[src/periodic_job_dispatcher_assert.svh]
// Assertion macros for the periodic job dispatcher.
`ifndef PERIODIC_JOB_DISPATCHER_ASSERT_SVH
`define PERIODIC_JOB_DISPATCHER_ASSERT_SVH
`ifndef ASSERT_OFF
`define PJD_ASSERT_IMPL(label, cond) \
    label: assert property (@(posedge clk) disable iff (!rst_n) (cond)) \
        else $error("assertion failed");
`define PJD_ASSERT_NEXT(label, pre, post) \
    label: assert property (@(posedge clk) disable iff (!rst_n) (pre) |=> (post)) \
        else $error("assertion failed");
`else
`define PJD_ASSERT_IMPL(label, cond)
`define PJD_ASSERT_NEXT(label, pre, post)
`endif
`endif

[src/pjd_pkg.sv]
// ----------------------------------------------------------------------------
// Dispatcher package
// Shared constants and types of the periodic job dispatcher.
// ----------------------------------------------------------------------------
package pjd_pkg;

    localparam int NumSources = 256;
    localparam int QueueDepth = 64;
    localparam int SrcW = $clog2(NumSources);
    localparam int QW = $clog2(QueueDepth);

    typedef enum logic [1:0] {
        CMD_LOAD = 2'd0,
        CMD_TICK = 2'd1,
        CMD_POP  = 2'd2,
        CMD_DONE = 2'd3
    } cmd_t;

    typedef enum logic [1:0] {
        REG_WORKERS  = 2'd0,
        REG_STAGGER  = 2'd1,
        REG_DEADLINE = 2'd2
    } reg_idx_t;

    typedef enum logic [3:0] {
        ST_IDLE,
        ST_LOAD_DIV,
        ST_LOAD_MUL,
        ST_LOAD_WR,
        ST_SCAN_RD,
        ST_SCAN_EV,
        ST_POP_RD,
        ST_POP_WR,
        ST_OUT
    } state_t;

endpackage

[src/pjd_queue.sv]
// ----------------------------------------------------------------------------
// Dispatch queue
// Circular buffer of source indexes with registered read data.
// ----------------------------------------------------------------------------
module pjd_queue
    import pjd_pkg::*;
(
    input  logic                clk,
    input  logic                rst_n,
    input  logic                push,
    input  logic [SrcW-1:0]     push_data,
    input  logic                pop,
    output logic [SrcW-1:0]     head_data,
    output logic [QW:0]         fill
);

    logic [SrcW-1:0] mem [QueueDepth];
    logic [QW-1:0]   head_reg, head_next, tail_reg, tail_next;
    logic [QW:0]     fill_reg, fill_next;

    always_comb
    begin
        head_next = head_reg;
        tail_next = tail_reg;
        fill_next = fill_reg;
        if (push)
        begin
            tail_next = (tail_reg == QW'(QueueDepth - 1)) ? '0 : tail_reg + 1'b1;
            fill_next = fill_next + 1'b1;
        end
        if (pop)
        begin
            head_next = (head_reg == QW'(QueueDepth - 1)) ? '0 : head_reg + 1'b1;
            fill_next = fill_next - 1'b1;
        end
    end

    always_ff @(posedge clk or negedge rst_n)
    begin
        if (!rst_n)
        begin
            head_reg <= '0;
            tail_reg <= '0;
            fill_reg <= '0;
        end
        else
        begin
            head_reg <= head_next;
            tail_reg <= tail_next;
            fill_reg <= fill_next;
        end
    end

    always_ff @(posedge clk)
    begin
        if (push)
        begin
            mem[tail_reg] <= push_data;
        end
        head_data <= mem[head_reg];
    end

    assign fill = fill_reg;

endmodule

[config.mk]
export PLATFORM = sky130hd
export DESIGN_NAME = pjd_queue
export DESIGN_NICKNAME = d
export VERILOG_FILES = /design/src/periodic_job_dispatcher_assert.svh /design/src/pjd_pkg.sv /design/src/pjd_queue.sv
export SDC_FILE = /design/constraint.sdc
export NUM_CORES = 1
export LEC_CHECK = 0
export BUFFER_PORTS_ARGS = -buffer_cell sky130_fd_sc_hd__clkbuf_2
export CORE_MARGIN = 3
export CORE_UTILIZATION = 33
export DETAILED_ROUTE_END_ITERATION = 12
export PLACE_DENSITY = 0.53
export SLEW_MARGIN = 20
export SYNTH_ARGS = -nofsm -noshare
export SYNTH_HDL_FRONTEND = slang
export SYNTH_SLANG_ARGS = --single-unit
[constraint.sdc]
create_clock -name clk -period 1.9 [get_ports clk]
set_input_delay 0.19 -clock clk [delete_from_list [all_inputs] [get_ports clk]]
set_output_delay 0.19 -clock clk [all_outputs]
set_load 0.03 [all_outputs]
==> results of run 1 <==
-- layout make-up --
class	instances	area, sq um
clock inverters	40	581
fillers	5629	36900
flip-flops and latches	539	16000
well taps	846	1060
multi-input cells	468	5210
inverters	4	15.0
clock buffers	65	1460
repair buffers	229	2070
-- worst max path at each step --
| stage | cells past startpoint | slack, ps | end | startpoint |
|---|---|---|---|---|
| after global routing | 8 | -380 | head_data[6] | head_reg[0] |
| final | 8 | -350 | head_data[6] | head_reg[0] |
| after CTS | 8 | -340 | head_data[6] | head_reg[0] |
| after floorplan | 5 | -10 | mem[63][0] | push |
| after global placement | 7 | -500 | head_data[0] | head_reg[0] |
| after detailed placement | 7 | -530 | head_data[0] | head_reg[0] |
-- cells in the mapped netlist, types with 4 or more instances --
| cell | count | area share, % |
|---|---|---|
| o22ai_1 | 4 | 0.12 |
| nor2b_1 | 11 | 0.32 |
| o21ai_0 | 22 | 0.52 |
| nand2_1 | 36 | 0.64 |
| xnor2_1 | 10 | 0.41 |
| a22o_1 | 6 | 0.25 |
| a22oi_1 | 23 | 0.81 |
| a21oi_1 | 17 | 0.40 |
| edfxtp_1 | 512 | 72 |
| buf_2 | 12 | 0.28 |
| xor2_1 | 5 | 0.21 |
| clkbuf_1 | 19 | 0.34 |
| dfxtp_1 | 8 | 0.76 |
| and2_1 | 6 | 0.18 |
| dfrtp_1 | 19 | 2.2 |
| a31oi_1 | 5 | 0.15 |
| nand2b_1 | 5 | 0.15 |
| mux2i_1 | 44 | 2.1 |
| a211o_1 | 6 | 0.25 |
| nor2_1 | 74 | 1.3 |
| nor3_1 | 6 | 0.14 |
| mux4_2 | 94 | 10 |
| ha_1 | 4 | 0.24 |
| buf_6 | 10 | 0.53 |
| a221oi_1 | 16 | 0.66 |
| buf_4 | 8 | 0.28 |
| mux4_1 | 13 | 1.6 |
| buf_1 | 6 | 0.11 |
| nand4_1 | 4 | 0.12 |
| a221o_1 | 5 | 0.24 |
| mux2_2 | 15 | 0.80 |
| nand3_1 | 18 | 0.42 |
-- timing repair --
item,4_1_cts,5_1_grt
endpoints found under the hold margin,23,0
hold buffers,2,0
buffers inserted,23,3
resized for setup,77,34
pin swaps,26,19
setup endpoints to repair,9,50
gates cloned,5,2
-- worst reg2reg max path: cells and delay by family, from the launching register on --
kind	cells	cell delay, ps
flip-flops	1	510
buffers and inverters	3	390
multiplexers	2	740
AO/OA/AOI/OAI	3	520
-- power by group through the flow --
stage	registers [mW]	logic, mW	clock network [mW]
finish	14.1	10.8	12.0
global route	14.2	11.5	12.7
CTS	14.1	10.6	12.3
detailed placement	14.4	9.55	0
global placement	14.4	9.49	0
floorplan	14.5	5.38	0
-- through the flow --
step                utilization [%]  instance area, sq um  TNS, ps  std cells
global placement               37.2                 23600    -3530       2056
CTS                            41.5                 26300    -2420       2190
global route                   41.7                 26400    -2670       2191
detailed placement             37.2                 23600    -3780       2056
floorplan                         -                 21300     -586       1069
finish                         41.7                 26400    -2360       2191
-- layer usage --
metal  vias to the layer above  track usage [%]
met2                       249             25.8
li1                       4858                -
met3                        72             2.58
met1                      5873             22.0
met4                         0             4.19
met5                         -                0
-- logic make-up after synthesis --
| group | after synthesis | synth area share, % |
|---|---|---|
| AND/OR/NAND/NOR | 167 | 3.53 |
| XOR/XNOR | 15 | 0.619 |
| flip-flops | 539 | 75.5 |
| buffers and inverters | 62 | 1.82 |
| AO/OA/AOI/OAI | 116 | 3.83 |
| multiplexers | 166 | 14.5 |
| adder cells (fa/ha/maj) | 4 | 0.236 |
-- layout by cell type, fill, tap and decap left out, types with 10 or more instances in the layout --
cell         n
edfxtp_1   512
buf_4      163
mux4_2     100
nor2_1      72
clkbuf_16   59
mux2i_1     38
nand2_1     30
clkbuf_2    26
buf_12      21
nand3_1     17
o21ai_0     15
bufinv_16   14
dfrtp_1     14
a22oi_2     12
clkinv_2    12
a22oi_1     11
a221oi_1    11
nor2b_1     10
buf_6       10
==> results.tsv, run 1 <==
stage	metric	value	unit
detailed_routing	dr_total_vias	11100	
power_and_ir_drop	pwr-share-comb	29.2	%
timing	setup_viol	8	
detailed_routing	drtPass1Iterations	5	
global_route	grtUsageTotal	15.8	%
yosys	ys_seq_area_share	75.5	%
detailed_routing	met3_length	2450	um
detailed_routing	top_layer_used	met4	
yosys	syn_area	0.0212	sq mm
job	drv_cap	0	
clocking	insertion_delay	600	ps
clocking	cts_tree	built	
hold_path	hold_path_class	in2reg	
setup_path	worstSetupEndpointType	flop	
placement	dpl.hpwl	32600	um
setup_path	rr_worst_depth	8	
yosys	ys_seq_elements	539	
floorplan	core_area	0.0633	sq mm
finish	drive_gt1_share	37.7	%
placement	numPortBuffers	26	
timing	fin_skew	12.1	ps
detailed_routing	routedWlPerCell	23.9	um
outcome	violations	negative setup slack	
timing	hold_viol	0	
timing	fin_crit	2250	ps
finish	largest_reg_flops	512	
floorplan	die_area	0.0673	sq mm
detailed_routing	drtIter0Drc	931	
power_and_ir_drop	peakVddDrop	0.761	mV
global_route	grt_max_degree	65	
setup_path	criticalPathCategory	reg2reg	
setup_path	r2r-start	head_reg[0]	
setup_path	critPathMaxFanout	6	
hold_path	min-delay-start	push	
global_route	antenna_found_initial	0	
power_and_ir_drop	intPower	26.0	mW
setup_path	r2r-end	head_data[6]	
clocking	clk_pin_slew	60	ps
floorplan	io_pins	27	
timing	rsz0062_at_grt	yes	
detailed_routing	wl	52400	um
timing	worst_pin_slew	1070	ps
finish	nets	1314	
setup_path	cp_data_required_time	2390	ps
setup_path	critPathArrivalTime	2750	ps
floorplan	die_width	260	um
yosys	synth_edf_count	512	
setup_path	critical_path.max_stage_delay	510	ps
timing	max_slew_margin	28.5	%
detailed_routing	wl_met1	23400	um
power_and_ir_drop	switching_share	29.6	%
timing	fin_ws	-351	ps
outcome	outcome	finished with violations	
yosys	ys_warn_count	0	
setup_path	reg2reg_setup_slack	-350	ps
setup_path	cp.buffers_inverters	3	
detailed_routing	drc	0	
detailed_routing	dr_wl_met2	25400	um
timing	fin_crit_sh	118	%
power_and_ir_drop	seq_power_share	38.3	%
setup_path	path_delay_family	multiplexers	
yosys	syn_nets	1085	
setup_path	crit_path_start_kind	flop	
placement	place_ws	-528	ps
finish	synthToLayoutAreaGrowth	24.5	%
global_route	grt_pass1_wl	78100	um
yosys	ys_types	51	
global_route	grt_pass1_vias	11600	
power_and_ir_drop	p_switching	10.9	mW
setup_path	path_common_cell	buf_6	
yosys	async_flop_share	3.53	%
power_and_ir_drop	power	36.9	mW
clocking	clockRootBuffer	clkbuf_16	
timing	fmax	444	MHz
detailed_routing	ant_nets	0	
global_route	grt_overflow	0	
clocking	clk_path_buf_depth	3	
clocking	cts_buffers	56	
floorplan	fp.dieH	260	um
yosys	ys.flop_type	edfxtp_1	
timing	hold_ws	47.0	ps
yosys	avgSynthCellArea	19.8	sq um
floorplan	std_cell_rows	92	
power_and_ir_drop	clkPwrFrac	32.5	%
timing	slew_viol_final	0	
hold_path	hold_end	tail_reg[2]	
yosys	syn_inst	1069	
floorplan	initial_core_util	33.5	%
clocking	clock-sinks	539	
hold_path	hold_path_depth	3	
setup_path	path_cells	buf_12 > buf_6 > buf_6 > mux4_2 > mux2_4 > o22ai_4 > a31oi_4 > a211o_1	
setup_path	crit_slowest_cell	dfrtp_4	
power_and_ir_drop	leakagePower	8.82	nW
clocking	htreeDepth	2	
placement	place_congestion	0.780	
power_and_ir_drop	power.density	1400	mW/mm^2
detailed_routing	viasPerCell	5.04	
finish	antennaDiodeCount	0	
Note: power is estimated with default switching activity, not from simulation.
==> run 2: changes to the inputs <==
Settings changed: BUFFER_PORTS_ARGS -buffer_cell sky130_fd_sc_hd__clkbuf_2 to default, DONT_BUFFER_PORTS from default to 1, PLACE_DENSITY 0.53 to 0.52.
==> results.tsv, run 2 (synthesis gave the netlist of run 1 again) <==
stage	metric	value	unit
setup_path	endpoint	head_data[5]	
finish	antennaDiodeCount	0	
timing	fin_crit_sh	118	%
detailed_routing	viasPerCell	5.04	
timing	fin_crit	2240	ps
floorplan	die_width	260	um
power_and_ir_drop	peakVddDrop	0.743	mV
outcome	outcome	finished with violations	
clocking	clk_path_buf_depth	3	
setup_path	r2r-start	head_reg[1]	
job	drv_cap	0	
timing	max_slew_margin	50.5	%
finish	synthToLayoutAreaGrowth	23.9	%
clocking	htreeDepth	2	
setup_path	critPathArrivalTime	2740	ps
global_route	grt_pass1_vias	11200	
setup_path	rr_worst_depth	8	
global_route	grtUsageTotal	15.4	%
placement	numPortBuffers	0	
detailed_routing	drtPass1Iterations	5	
placement	dpl_cell_area	0.0234	sq mm
power_and_ir_drop	leakagePower	8.69	nW
detailed_routing	wl_met1	23300	um
detailed_routing	routedWlPerCell	24.1	um
timing	setup_viol	8	
outcome	violations	negative setup slack	
setup_path	r2r-end	head_data[5]	
placement	place_congestion	0.803	
timing	slew_viol_final	0	
detailed_routing	drc	0	
finish	final_cell_mix	edfxtp_1 (512), buf_4 (142), mux4_2 (100)	
timing	fmax	446	MHz
timing	fin_ws	-342	ps
setup_path	critPathMaxFanout	7	
floorplan	io_pins	27	
detailed_routing	dr_total_vias	10900	
detailed_routing	dr_wl_met2	24900	um
detailed_routing	top_layer_used	met4	
clocking	clock-sinks	539	
floorplan	std_cell_rows	92	
hold_path	hold_path_class	in2async	
placement	dpl.hpwl	32000	um
setup_path	crit_path_start_kind	flop	
finish	fillCellCount	5581	
global_route	grt_overflow	0	
setup_path	crit_start	head_reg[1]	
global_route	grt_max_degree	65	
clocking	insertion_delay	610	ps
clocking	clockRootBuffer	clkbuf_16	
setup_path	cp_data_required_time	2400	ps
finish	drive_gt1_share	35.5	%
floorplan	initial_core_util	33.5	%
floorplan	fp.dieH	260	um
detailed_routing	ant_nets	0	
global_route	grt_pass1_wl	76000	um
timing	rsz0062_at_grt	yes	
setup_path	worstSetupEndpointType	flop	
floorplan	die_area	0.0673	sq mm
finish	nets	1283	
clocking	cts_buffers	55	
clocking	clk_pin_slew	60	ps
detailed_routing	met3_length	2280	um
power_and_ir_drop	power.density	1370	mW/mm^2
finish	largest_reg_flops	512	
timing	worst_pin_slew	741	ps
setup_path	reg2reg_setup_slack	-340	ps
timing	hold_viol	0	
floorplan	core_area	0.0633	sq mm
detailed_routing	drtIter0Drc	793	
finish	final_cells	2160	
timing	fin_skew	19.3	ps
setup_path	criticalPathCategory	reg2reg	
finish	final_common_cell	edfxtp_1	
placement	dp.cells	2019	
clocking	cts_tree	built	
global_route	antenna_found_initial	0	
detailed_routing	wl	52000	um
finish	design_area	0.0263	sq mm
-- run 2: changes by cell type in the layout (fill, tap and decap cells not counted), moves of 4 or more --
cell           delta
buf_12            -4
buf_16           +11
buf_4            -21
bufinv_16         -8
clkbuf_2         -26
clkinv_1          +7
clkinv_2          +6
clkinvlp_4        -6
dlygate4sd3_1     +9
o21ai_0           -4
-- run 2: worst min-delay path by stage --
stage,from,endpoint,cells past startpoint,slack (ps)
final,rst_n,fill[0],2,40
after global routing,rst_n,head_reg[4],2,30
after CTS,rst_n,head_reg[4],2,20
after detailed placement,rst_n,fill[1],0,-100
after global placement,rst_n,fill[1],0,-100
after floorplan,rst_n,fill[0],0,-110
-- run 2: where the power goes --
part / internal [mW] / total (mW) / switching [mW]
registers: 13.7 / 14.4 / 0.715
logic: 4.97 / 10.6 / 5.68
clock network: 6.27 / 10.8 / 4.55
-- run 2: metrics by stage --
stage | util, % | TNS (ps) | hold WS, ps | setup slack (ps) | total power, mW
CTS | 41.2 | -2060 | 16.2 | -282 | 35.8
global route | 41.5 | -2460 | 30.8 | -345 | 37.3
detailed placement | 36.9 | -6440 | -104 | -435 | 23.5
global placement | 36.9 | -5240 | -104 | -434 | 23.4
finish | 41.5 | -2110 | 42.2 | -342 | 35.9
floorplan | - | -586 | -106 | -13.5 | 19.9
-- run 2: area by class of cell --
| class | instances | area, sq um | area share [%] |
|---|---|---|---|
| Timing Repair Buffer | 199 | 2110 | 8.05 |
| Clock inverter | 40 | 382 | 1.45 |
| Sequential cell | 539 | 16000 | 61.0 |
| Inverter | 4 | 15.0 | 0.0571 |
| Tap cell | 846 | 1060 | 4.03 |
| Multi-Input combinational cell | 468 | 5250 | 20.0 |
| Clock buffer | 64 | 1440 | 5.49 |
-- run 2: layer usage --
metal  vias up  global-route usage [%]
li1       4791                       -
met1      5783                    21.7
met2       243                    25.0
met3        78                    1.92
met4         0                    4.87
met5         -                       0
-- run 2: what timing repair did --
item,4_1_cts,5_1_grt
endpoints found under the hold margin,546,0
buffers inserted,9,5
cloned,4,1
pin swaps,25,23
hold buffers,21,0
resized for setup,90,36
setup endpoints to repair,148,24
-- run 2: critical path, cell delays in order (launching register included) --
cell	delay, ps
dfrtp_4	510
buf_12	170
buf_16	160
buf_16	160
buf_8	140
mux4_2	290
a22oi_2	230
nand2_1	150
a221o_1	310
